**src/rtl/lpht_pkg.sv**
```systemverilog
// Shared types and constants for the linear probing hash table.
// No dependencies; every other file imports this package.
package lpht_pkg;

    localparam int NUM_SLOTS_DEF = 16;
    localparam int KEY_WIDTH_DEF = 16;

    localparam int CMD_BITS    = 2;
    localparam int KEY_BITS    = 16;
    localparam int STATUS_BITS = 2;
    localparam int SLOT_BITS   = 4;

    localparam logic [CMD_BITS-1:0] CMD_INSERT = 2'd0;
    localparam logic [CMD_BITS-1:0] CMD_REMOVE = 2'd1;
    localparam logic [CMD_BITS-1:0] CMD_SEARCH = 2'd2;
    localparam logic [CMD_BITS-1:0] CMD_UNUSED = 2'd3;

    localparam logic [STATUS_BITS-1:0] ST_OK   = 2'd0;
    localparam logic [STATUS_BITS-1:0] ST_MISS = 2'd1;
    localparam logic [STATUS_BITS-1:0] ST_FULL = 2'd2;

    localparam int TAG_BITS = 2;
    localparam logic [TAG_BITS-1:0] TAG_EMPTY = 2'd0;
    localparam logic [TAG_BITS-1:0] TAG_USED  = 2'd1;
    localparam logic [TAG_BITS-1:0] TAG_GONE  = 2'd2;

endpackage

```
**src/rtl/linear_probe_hash_table_core.sv**
```systemverilog
// Linear probing hash set with tombstones, state held in one slot memory.
// Depends on lpht_pkg and lpht_home.
//
// Usage:
//   Input channel (in_valid/in_ready, cmd, key) takes one command item:
//   insert, remove or search. Output channel (out_valid/out_ready, status,
//   slot_index) returns exactly one result item per command, in order.
//   An item passes from acceptance to result through the home slot
//   remainder, the first slot memory read, the probe of 1 to NUM_SLOTS
//   slots (reads stream back to back from a registered read port) and the
//   load of the output register; an unused command goes straight to the
//   output register. One item is worked on at a time: the next item is
//   accepted only once the last one is in the output register.
//   After reset a clearing pass marks every slot empty, one slot per cycle;
//   in_ready stays low until it ends.
//   The result sits in an output register: a new item is accepted while
//   it waits. If the receiver stalls, the next finished result holds in
//   the core until the output register frees, and in_ready stays low.
module linear_probe_hash_table_core #(
    parameter int NUM_SLOTS = lpht_pkg::NUM_SLOTS_DEF,
    parameter int KEY_WIDTH = lpht_pkg::KEY_WIDTH_DEF
) (
    input  logic                             clk,
    input  logic                             rst_n,
    input  logic                             in_valid,
    output logic                             in_ready,
    input  logic [lpht_pkg::CMD_BITS-1:0]    cmd,
    input  logic [lpht_pkg::KEY_BITS-1:0]    key,
    output logic                             out_valid,
    input  logic                             out_ready,
    output logic [lpht_pkg::STATUS_BITS-1:0] status,
    output logic [lpht_pkg::SLOT_BITS-1:0]   slot_index
);
    import lpht_pkg::*;

    localparam int IW = $clog2(NUM_SLOTS);
    localparam int CW = IW + 1;
    localparam int WW = TAG_BITS + KEY_WIDTH;
    localparam logic [IW-1:0] LastSlot  = IW'(NUM_SLOTS - 1);
    localparam logic [CW-1:0] SlotCount = CW'(NUM_SLOTS);
    localparam logic [CW-1:0] LastCount = CW'(NUM_SLOTS - 1);
    localparam logic [KEY_BITS-1:0] KeyMask =
        (KEY_WIDTH >= KEY_BITS) ? {KEY_BITS{1'b1}}
                                : KEY_BITS'((32'd1 << KEY_WIDTH) - 32'd1);

    typedef enum logic [2:0] {
        S_CLEAR,
        S_IDLE,
        S_HASH,
        S_PROBE,
        S_FINISH
    } state_t;

    function automatic logic [IW-1:0] next_slot(input logic [IW-1:0] idx);
        next_slot = (idx == LastSlot) ? '0 : idx + IW'(1);
    endfunction

    state_t               state_reg, state_next;
    logic [IW-1:0]        clr_idx_reg, clr_idx_next;
    logic [CMD_BITS-1:0]  cmd_reg, cmd_next;
    logic [KEY_WIDTH-1:0] key_reg, key_next;
    logic [IW-1:0]        issue_idx_reg, issue_idx_next;
    logic [CW-1:0]        issue_cnt_reg, issue_cnt_next;
    logic [IW-1:0]        eval_idx_reg;
    logic                 eval_vld_reg, eval_vld_next;
    logic [CW-1:0]        eval_cnt_reg, eval_cnt_next;
    logic [STATUS_BITS-1:0] res_status_reg, res_status_next;
    logic [SLOT_BITS-1:0] res_slot_reg, res_slot_next;
    logic                 out_valid_reg, out_valid_next;
    logic [STATUS_BITS-1:0] status_reg, status_next;
    logic [SLOT_BITS-1:0] slot_reg, slot_next;

    logic [WW-1:0]        mem [NUM_SLOTS];
    logic [WW-1:0]        mem_q_reg;
    logic                 mem_we;
    logic [IW-1:0]        mem_wa;
    logic [WW-1:0]        mem_wd;
    logic                 rd_en;

    logic [KEY_BITS-1:0]  key_masked;
    logic                 home_start;
    logic                 home_done;
    logic [IW-1:0]        home;

    logic [TAG_BITS-1:0]  q_tag;
    logic [KEY_WIDTH-1:0] q_key;
    logic                 is_insert;
    logic                 hit;
    logic                 stop_miss;
    logic                 done_now;

    assign key_masked = key & KeyMask;
    assign in_ready   = (state_reg == S_IDLE);
    assign home_start = in_valid && in_ready && (cmd != CMD_UNUSED);

    lpht_home #(
        .NUM_SLOTS (NUM_SLOTS)
    ) u_home (
        .clk   (clk),
        .rst_n (rst_n),
        .start (home_start),
        .key   (key_masked),
        .done  (home_done),
        .home  (home)
    );

    assign q_tag     = mem_q_reg[WW-1 -: TAG_BITS];
    assign q_key     = mem_q_reg[KEY_WIDTH-1:0];
    assign is_insert = (cmd_reg == CMD_INSERT);

    // Insert takes any slot not in use; remove and search need a live match.
    always_comb
    begin
        if (is_insert)
        begin
            hit       = (q_tag != TAG_USED);
            stop_miss = 1'b0;
        end
        else
        begin
            hit       = (q_tag == TAG_USED) && (q_key == key_reg);
            stop_miss = (q_tag == TAG_EMPTY);
        end
        done_now = eval_vld_reg && (hit || stop_miss || (eval_cnt_reg == LastCount));
    end

    always_comb
    begin
        state_next      = state_reg;
        clr_idx_next    = clr_idx_reg;
        cmd_next        = cmd_reg;
        key_next        = key_reg;
        issue_idx_next  = issue_idx_reg;
        issue_cnt_next  = issue_cnt_reg;
        eval_cnt_next   = eval_cnt_reg;
        res_status_next = res_status_reg;
        res_slot_next   = res_slot_reg;
        out_valid_next  = out_valid_reg;
        status_next     = status_reg;
        slot_next       = slot_reg;
        mem_we          = 1'b0;
        mem_wa          = eval_idx_reg;
        mem_wd          = {TAG_USED, key_reg};
        rd_en           = 1'b0;

        if (out_valid_reg && out_ready)
        begin
            out_valid_next = 1'b0;
        end

        unique case (state_reg)
            S_CLEAR:
            begin
                mem_we       = 1'b1;
                mem_wa       = clr_idx_reg;
                mem_wd       = {TAG_EMPTY, {KEY_WIDTH{1'b0}}};
                clr_idx_next = clr_idx_reg + IW'(1);
                if (clr_idx_reg == LastSlot)
                begin
                    state_next = S_IDLE;
                end
            end
            S_IDLE:
            begin
                if (in_valid)
                begin
                    cmd_next = cmd;
                    key_next = KEY_WIDTH'(key_masked);
                    if (cmd == CMD_UNUSED)
                    begin
                        res_status_next = ST_MISS;
                        res_slot_next   = '0;
                        state_next      = S_FINISH;
                    end
                    else
                    begin
                        state_next = S_HASH;
                    end
                end
            end
            S_HASH:
            begin
                if (home_done)
                begin
                    issue_idx_next = home;
                    issue_cnt_next = '0;
                    eval_cnt_next  = '0;
                    state_next     = S_PROBE;
                end
            end
            S_PROBE:
            begin
                // Stream reads one slot ahead; drop the one in flight at the end.
                rd_en = !done_now && (issue_cnt_reg < SlotCount);
                if (rd_en)
                begin
                    issue_idx_next = next_slot(issue_idx_reg);
                    issue_cnt_next = issue_cnt_reg + CW'(1);
                end
                if (eval_vld_reg)
                begin
                    eval_cnt_next = eval_cnt_reg + CW'(1);
                end
                if (done_now)
                begin
                    state_next = S_FINISH;
                    if (hit)
                    begin
                        res_status_next = ST_OK;
                        res_slot_next   = SLOT_BITS'(eval_idx_reg);
                        if (is_insert)
                        begin
                            mem_we = 1'b1;
                            mem_wd = {TAG_USED, key_reg};
                        end
                        else if (cmd_reg == CMD_REMOVE)
                        begin
                            mem_we = 1'b1;
                            mem_wd = {TAG_GONE, q_key};
                        end
                    end
                    else
                    begin
                        res_status_next = is_insert ? ST_FULL : ST_MISS;
                        res_slot_next   = '0;
                    end
                end
            end
            S_FINISH:
            begin
                if (!out_valid_reg || out_ready)
                begin
                    out_valid_next = 1'b1;
                    status_next    = res_status_reg;
                    slot_next      = res_slot_reg;
                    state_next     = S_IDLE;
                end
            end
            default:
            begin
                state_next = S_IDLE;
            end
        endcase

        eval_vld_next = rd_en;
    end

    always_ff @(posedge clk or negedge rst_n)
    begin
        if (!rst_n)
        begin
            state_reg     <= S_CLEAR;
            clr_idx_reg   <= '0;
            issue_cnt_reg <= '0;
            eval_vld_reg  <= 1'b0;
            eval_cnt_reg  <= '0;
            out_valid_reg <= 1'b0;
            status_reg    <= '0;
            slot_reg      <= '0;
        end
        else
        begin
            state_reg     <= state_next;
            clr_idx_reg   <= clr_idx_next;
            issue_cnt_reg <= issue_cnt_next;
            eval_vld_reg  <= eval_vld_next;
            eval_cnt_reg  <= eval_cnt_next;
            out_valid_reg <= out_valid_next;
            status_reg    <= status_next;
            slot_reg      <= slot_next;
        end
    end

    always_ff @(posedge clk)
    begin
        cmd_reg        <= cmd_next;
        key_reg        <= key_next;
        issue_idx_reg  <= issue_idx_next;
        eval_idx_reg   <= issue_idx_reg;
        res_status_reg <= res_status_next;
        res_slot_reg   <= res_slot_next;
    end

    // Slot memory: tag and key per slot, one write and one registered read.
    always_ff @(posedge clk)
    begin
        if (mem_we)
        begin
            mem[mem_wa] <= mem_wd;
        end
        mem_q_reg <= mem[issue_idx_reg];
    end

    assign out_valid  = out_valid_reg;
    assign status     = status_reg;
    assign slot_index = slot_reg;

endmodule

```
**src/rtl/lpht_home.sv**
```systemverilog
// Home slot unit: key mod NUM_SLOTS by reciprocal multiplication.
// Depends on lpht_pkg.
module lpht_home #(
    parameter int NUM_SLOTS = lpht_pkg::NUM_SLOTS_DEF
) (
    input  logic                          clk,
    input  logic                          rst_n,
    input  logic                          start,
    input  logic [lpht_pkg::KEY_BITS-1:0] key,
    output logic                          done,
    output logic [$clog2(NUM_SLOTS)-1:0]  home
);
    import lpht_pkg::*;

    localparam int IW         = $clog2(NUM_SLOTS);
    localparam int RW         = KEY_BITS + 1;
    localparam int PW         = KEY_BITS + RW;
    localparam int RecipShift = KEY_BITS + IW;
    localparam int QW         = PW - RecipShift;
    localparam logic [63:0] RecipFull =
        ((64'd1 << RecipShift) + 64'(NUM_SLOTS) - 64'd1) / 64'(NUM_SLOTS);
    localparam logic [RW-1:0] Recip    = RW'(RecipFull);
    localparam logic [IW-1:0] SlotsLow = IW'(NUM_SLOTS);

    logic                prod_vld_reg;
    logic                done_reg;
    logic [PW-1:0]       prod_reg;
    logic [IW-1:0]       klow_reg;
    logic [IW-1:0]       rem_reg;
    logic [QW-1:0]       quot;
    logic [QW+IW-1:0]    qd_full;

    // The quotient is exact for every 16-bit key; only the low bits of
    // quotient times slot count are needed for the remainder.
    always_comb
    begin
        quot    = prod_reg[PW-1:RecipShift];
        qd_full = (QW+IW)'(quot) * (QW+IW)'(SlotsLow);
    end

    always_ff @(posedge clk or negedge rst_n)
    begin
        if (!rst_n)
        begin
            prod_vld_reg <= 1'b0;
            done_reg     <= 1'b0;
        end
        else
        begin
            prod_vld_reg <= start;
            done_reg     <= prod_vld_reg;
        end
    end

    always_ff @(posedge clk)
    begin
        if (start)
        begin
            prod_reg <= PW'(key) * PW'(Recip);
            klow_reg <= key[IW-1:0];
        end
        if (prod_vld_reg)
        begin
            rem_reg <= klow_reg - qd_full[IW-1:0];
        end
    end

    assign done = done_reg;
    assign home = rem_reg;

endmodule

```
**config.mk**
```make
export PLATFORM = sky130hd
export DESIGN_NAME = linear_probe_hash_table_core
export DESIGN_NICKNAME = d
export VERILOG_FILES = /design/src/rtl/lpht_pkg.sv /design/src/rtl/linear_probe_hash_table_core.sv /design/src/rtl/lpht_home.sv
export SDC_FILE = /design/constraint.sdc
export NUM_CORES = 1
export LEC_CHECK = 0
export ABC_CLOCK_PERIOD_IN_PS = 4000
export BUFFER_PORTS_ARGS = -buffer_cell sky130_fd_sc_hd__buf_2
export CAP_MARGIN = 20
export CORE_MARGIN = 4
export CORE_UTILIZATION = 50
export DETAILED_ROUTE_END_ITERATION = 8
export PLACE_DENSITY = 0.66
export SKIP_CTS_REPAIR_TIMING = 1
export SKIP_LAST_GASP = 1
export SLEW_MARGIN = 20
export SYNTH_ARGS = -nofsm -noshare
export SYNTH_HDL_FRONTEND = slang
export SYNTH_SLANG_ARGS = --single-unit
```
**constraint.sdc**
```tcl
create_clock -name clk -period 4 [get_ports clk]
set_clock_uncertainty 0.2 [all_clocks]
set_input_delay 0 -clock clk [delete_from_list [all_inputs] [get_ports clk]]
set_output_delay 0 -clock clk [all_outputs]
set_load 0.01 [all_outputs]
```
# After elaboration in Yosys (flattened, before gate mapping)
# Memories as Yosys holds them, arrays and structs flattened. A register that Yosys moved wholly into a read port is not among the register bits.
# Cells that the tools add are included.
# W data, S select, Z words.
[totals] reg_bits=67 ramBits=288 inputBits=22 output_inout_bits=8 word_cells=113 memories=1
[mem_list] name="mem" words=16 word_bits=18 read_ports=1 rd_ports_with_merged_regs=1 wr=1 line="linear_probe_hash_table_core.sv:73" rtl="logic [WW-1:0] mem [NUM_SLOTS];"
[op_classes] n_addsub=4 order_cmp=1 eq_ne=21 mux=46 reduce_logical=22
[ops] op="$mux W18" n=4
[ops] op="$pmux W18 S2" n=1
[ops] op="$mux W4" n=8
[ops] op="$pmux W5 S2" n=2
[ops] op="$mux W3" n=6
[ops] op="$eq A16 B16 Y1" n=1
[ops] op="$pmux W4 S2" n=2
[ops] op="$mux W5" n=3
[ops] op="$pmux W3 S5" n=1
[ops] op="$ne A2 B2 Y1 const B" n=7
[ops] op="$mux W1" n=12
[ops] op="$add A5 B1 Y5 const B" n=2
[ops] op="$mux W2" n=5
[ops] op="$add A4 B1 Y4 const B" n=2
[ops] op="$eq A4 B4 Y1 const B" n=2
[ops] op="$eq A3 B2 Y1 const B" n=2
[ops] op="$logic_and A1 B1 Y1" n=6
[ops] op="$ne A2 B1 Y1 const B" n=3
[ops] op="$reduce_and A3 Y1" n=2
[ops] op="$eq A5 B4 Y1 const B" n=1
[ops] op="$lt A5 B5 Y1 const B" n=1
[ops] op="$reduce_and A5 Y1" n=1
[ops] op="$eq A2 B1 Y1 const B" n=2
[ops] op="$logic_not A2 Y1" n=2
[ops] op="11 further kinds" n=16

# Longest topological paths before layout
[depth] ltp_word=10 depth_mapped=8

# Modules after synthesis
# A second synthesis with hierarchy kept.
[hier_totals] hier_cells=818 area_unflattened_um2=14493.9
[modules_own_cells] module="linear_probe_hash_table_core" n_inst=1 cells_each=808 area_per_inst_um2=14203.6
[modules_own_cells] module="lpht_home" n_inst=1 cells_each=10 area_per_inst_um2=290.3

# Worst setup path after synthesis
# OpenSTA, ideal clock, no wires.
[synth_timing] path_type="register to register" start="register state_reg[2]" end="register state_reg[1]" setup_time_ns=0.094 t_arrival_ns=2.983 required_time_ns=3.706 slack_ns=0.723 stages_incl_launch_ff=7 cell_sequence="dfrtp_1 > nand2b_1 > nor3b_1 > a21boi_2 > o31a_1 > nor2_1 > a211oi_1"
[synth_between] elab_chain_len=3
[synth_lines] element="from (decl)" line="linear_probe_hash_table_core.sv:58" rtl="state_t state_reg, state_next;"
[synth_lines] element="from (signal assigned)" line="linear_probe_hash_table_core.sv:263" rtl="state_reg <= state_next;"
[synth_lines] element="$eq A3 B2 Y1 (tied with other cells)" line="linear_probe_hash_table_core.sv:151" rtl="unique case (state_reg)"
[synth_lines] element="$ne A2 B1 Y1 (no source line) or $ne A2 B2 Y1 (tied branches)"
[synth_lines] element="$reduce_and A5 Y1 (no source line)"
# Parallel ways exist; a longest one is shown, timed or not.
# A chain may end at the register's enable or synchronous reset.

# Final worst setup path
[layout_timing] start="register state_reg[1]" end="memory mem[9][16] in the netlist's numbering (enable)"
[layout_between] elab_chain_len=4
[layout_lines] element="$eq A3 B2 Y1 or $logic_not A3 Y1 (tied branches)" line="linear_probe_hash_table_core.sv:151"
[layout_lines] element="$pmux W1 S2" line="linear_probe_hash_table_core.sv:151"
[layout_lines] element="$mux W1" line="linear_probe_hash_table_core.sv:287" rtl="if (mem_we)"
[layout_lines] element="$mux W1 (implied by the code)" line="linear_probe_hash_table_core.sv:289" rtl="mem[mem_wa] <= mem_wd;"
[layout_lines] element="to (decl)" line="linear_probe_hash_table_core.sv:73"
# Parallel ways exist; a longest one is shown, timed or not.

==> flow_metrics.env <==
export IMPL_status="complete, no violations"
export IMPL_numPortBuffers=29
export IMPL_cts_root_buf="clkbuf_16"
export IMPL_gp_congestion=0.8184
export IMPL_setup_tns_final_ns=0
export IMPL_firstDrtPassIters=7
export IMPL_dpl_worst_slack_ns=0.9102
export IMPL_setup_viol=0
export IMPL_seqPwrFrac_pct=44.9
export IMPL_yosysUniqueCellTypes=50
export IMPL_drtAntennaViolNets=0
export IMPL_p_leak_nw=5.773
export IMPL_clockPowerShare_pct=26.7
export IMPL_hold_class="in -> reg"
export IMPL_vdd_ir_drop_max_mv=0.4088
export IMPL_clk_insertion_delay_late_ns=0.51
export IMPL_num_rows=62
export IMPL_vias=7762
export IMPL_grt_max_degree=49
export IMPL_areaGrowthSynthToFinish_pct=15.18
export IMPL_wirelength_um=31260
export IMPL_cts_max_level=2
export IMPL_fin_crit_sh_pct=80.12
export IMPL_syn_area_um2=14510
export IMPL_drc=0
export IMPL_antennaDiodeCount=0
export IMPL_n_fill_cell=2111
export IMPL_grt_pass1_vias=7700
export IMPL_cts_tree="yes"
export IMPL_cp_end_kind="register"
export IMPL_synthArstFlopShare_pct=7.239
export IMPL_wl_per_cell_um=23.58
export IMPL_synthFlopType="edfxtp_1"
export IMPL_initial_core_util_pct=50.67
export IMPL_worst_setup_path_type="reg -> reg"
export IMPL_finalHoldViolCount=0
export IMPL_clk_pin_slew_worst_paths_ns=0.06
export IMPL_nets=943
export IMPL_die_area_um2=31800
export IMPL_critPathLaunchType="register"
export IMPL_via_per_inst=5.854
export IMPL_max_freq_mhz=312.0
export IMPL_setup_ws_ns=0.7952
export IMPL_hpwl_um=18620
export IMPL_cp_arrival_ns=3.21
export IMPL_synth_seq_cells=373
export IMPL_antenna_found_initial=0
export IMPL_ys_seq_area_share_pct=74.77
export IMPL_timing_slew_headroom_pct=26.19
export IMPL_cap_viol_max_count=0
export IMPL_die_height_um=178.3
export IMPL_grt_pass1_wl_um=47710
export IMPL_io_pins=30
export IMPL_power_switching_mw=3.764
export IMPL_p_int_mw=8.098
export IMPL_postSynthAreaPerCell_um2=17.60
export IMPL_overflow=0
export IMPL_required_ns=4.01
export IMPL_yosys_warnings=0
export IMPL_largest_reg_flops=288
export IMPL_cts_buffers=39
export IMPL_worst_path_max_fanout=15
export IMPL_synthCells=824
export IMPL_clock_sinks=373
export IMPL_die_w_um=178.3
export IMPL_synth_edf_count=324
export IMPL_drive_gt1_share_pct=19.85
export IMPL_syn_nets=851
export IMPL_clockBufferDepth=3
export IMPL_swShare_pct=31.73
export IMPL_core_um2=28630
export IMPL_maxSlewViolCount=0
export IMPL_combinationalPowerShare_pct=28.4
export IMPL_tightest_slew_ns=1.106
export IMPL_rsz0062_at_grt="no"
export IMPL_power_density_nw_per_um2=710.0
export IMPL_grtUsageTotal_pct=20.08
export IMPL_post_route_min_period_ns=3.205
export IMPL_drt_iter0_drc=655
[cells in the mapped netlist, types with 4 or more instances]
| cell | instances | area, µm² |
|---|---|---|
| edfxtp_1 | 324 | 9729 |
| mux2i_1 | 75 | 750.7 |
| nand2_1 | 47 | 176.4 |
| a221oi_1 | 36 | 315.3 |
| mux4_2 | 36 | 810.8 |
| nor2_1 | 34 | 127.6 |
| dfrtp_1 | 27 | 675.7 |
| o21ai_0 | 26 | 130.1 |
| dfxtp_1 | 22 | 440.4 |
| and2_1 | 21 | 131.4 |
| clkbuf_1 | 21 | 78.83 |
| a22oi_1 | 18 | 135.1 |
| xor2_1 | 17 | 148.9 |
| buf_2 | 12 | 60.06 |
| nor3_1 | 9 | 45.04 |
| inv_1 | 8 | 30.03 |
| a21oi_1 | 7 | 35.03 |
| a31oi_1 | 7 | 43.79 |
| mux2_2 | 7 | 78.83 |
| nand2b_1 | 6 | 37.54 |
| nand3_1 | 6 | 30.03 |
| buf_1 | 5 | 18.77 |
| ha_1 | 5 | 62.56 |
| xnor2_1 | 5 | 43.79 |
| nor3b_1 | 4 | 30.03 |
[final cells by class]
type	count	area (µm²)	area share [%]
Clock buffer	51	1021	6.111
Tap cell	384	480.5	2.876
Clock inverter	16	78.83	0.4718
Timing Repair Buffer	89	725.7	4.344
Multi-Input combinational cell	405	3526	21.10
Inverter	8	30.03	0.1797
Sequential cell	373	10850	64.91
[kinds of logic (layout without fill, tap and decap cells)]
family / Yosys count / count (layout) / synth area share [%]
buffers and inverters: 46 / 164 / 1.294
XOR/XNOR: 22 / 22 / 1.328
AO/OA/AOI/OAI: 112 / 112 / 5.598
flip-flops: 373 / 373 / 74.77
adder cells (fa/ha/maj): 5 / 5 / 0.4313
AND/OR/NAND/NOR: 148 / 148 / 5.271
multiplexers: 118 / 118 / 11.31
[routing by layer]
| layer | track usage, % | share of wire, % | up-vias |
|---|---|---|---|
| li1 | - | - | 3460 |
| met1 | 29.52 | 44 | 3968 |
| met2 | 30.84 | 46 | 284 |
| met3 | 3.879 | 7.5 | 50 |
| met4 | 6.012 | 2.7 | 0 |
| met5 | 0 | 0 | - |
[power groups by stage]
stage / clock (mW) / combinational, mW / sequential [mW]
floorplan: 0 / 2.39 / 5.26
global placement: 0 / 3.33 / 5.38
detailed placement: 0 / 3.37 / 5.39
finish: 3.16 / 3.37 / 5.32
global route: 3.42 / 3.68 / 5.37
CTS: 3.24 / 3.39 / 5.32
[stage by stage]
step           cells  cell area (µm²)  power [mW]  hold slack, ns  utilization [%]
2_1_floorplan    824            14510       7.645         -0.4956                -
3_3_place_gp    1236            15360       8.714         -0.1543            53.66
3_5_place_dp    1236            15370       8.762         -0.1544            53.68
4_1_cts         1303            16470       11.94         -0.6959            57.53
5_1_grt         1326            16710       12.47         0.01524            58.37
6_report        1326            16710       11.86        0.005730            58.37
[worst paths after layout]
check / from / to / slack (ns) / depth (start not counted)
max: state_reg[1] / mem[9][16] / 0.80 / 7
min: key[13] / key_reg[13] / 0.006 / 2
max reg2reg: state_reg[1] / mem[9][16] / 0.80 / 7
min reg2reg: u_home.klow_reg[2] / u_home.home[2] / 0.21 / 0
max in group asynchronous: rst_n / eval_cnt_reg[3] / 3.12 / 4
min in group asynchronous: rst_n / u_home.done / 0.31 / 4
[worst max-delay path, cell delays in order (launching register included)]
cell and delay, ns:
dfrtp_1 0.59, nand4b_1 0.30, nor4b_1 0.61, nor2_1 0.14, o31ai_1 0.27, a21oi_1 0.17, nor2_2 0.38, buf_12 0.23
[placed cells by master (no fill, tap or decap), drive strengths merged, types with 21 or more instances in the layout]
cell type / n
edfxtp: 324
o21ai: 26
and2: 21
dfxtp: 22
clkbuf: 51
buf: 67
nor2: 34
dlygate4sd3: 22
mux4: 36
nand2: 47
mux2i: 75
dfrtp: 27
a221oi: 36
(Power assumes the default switching activity.)
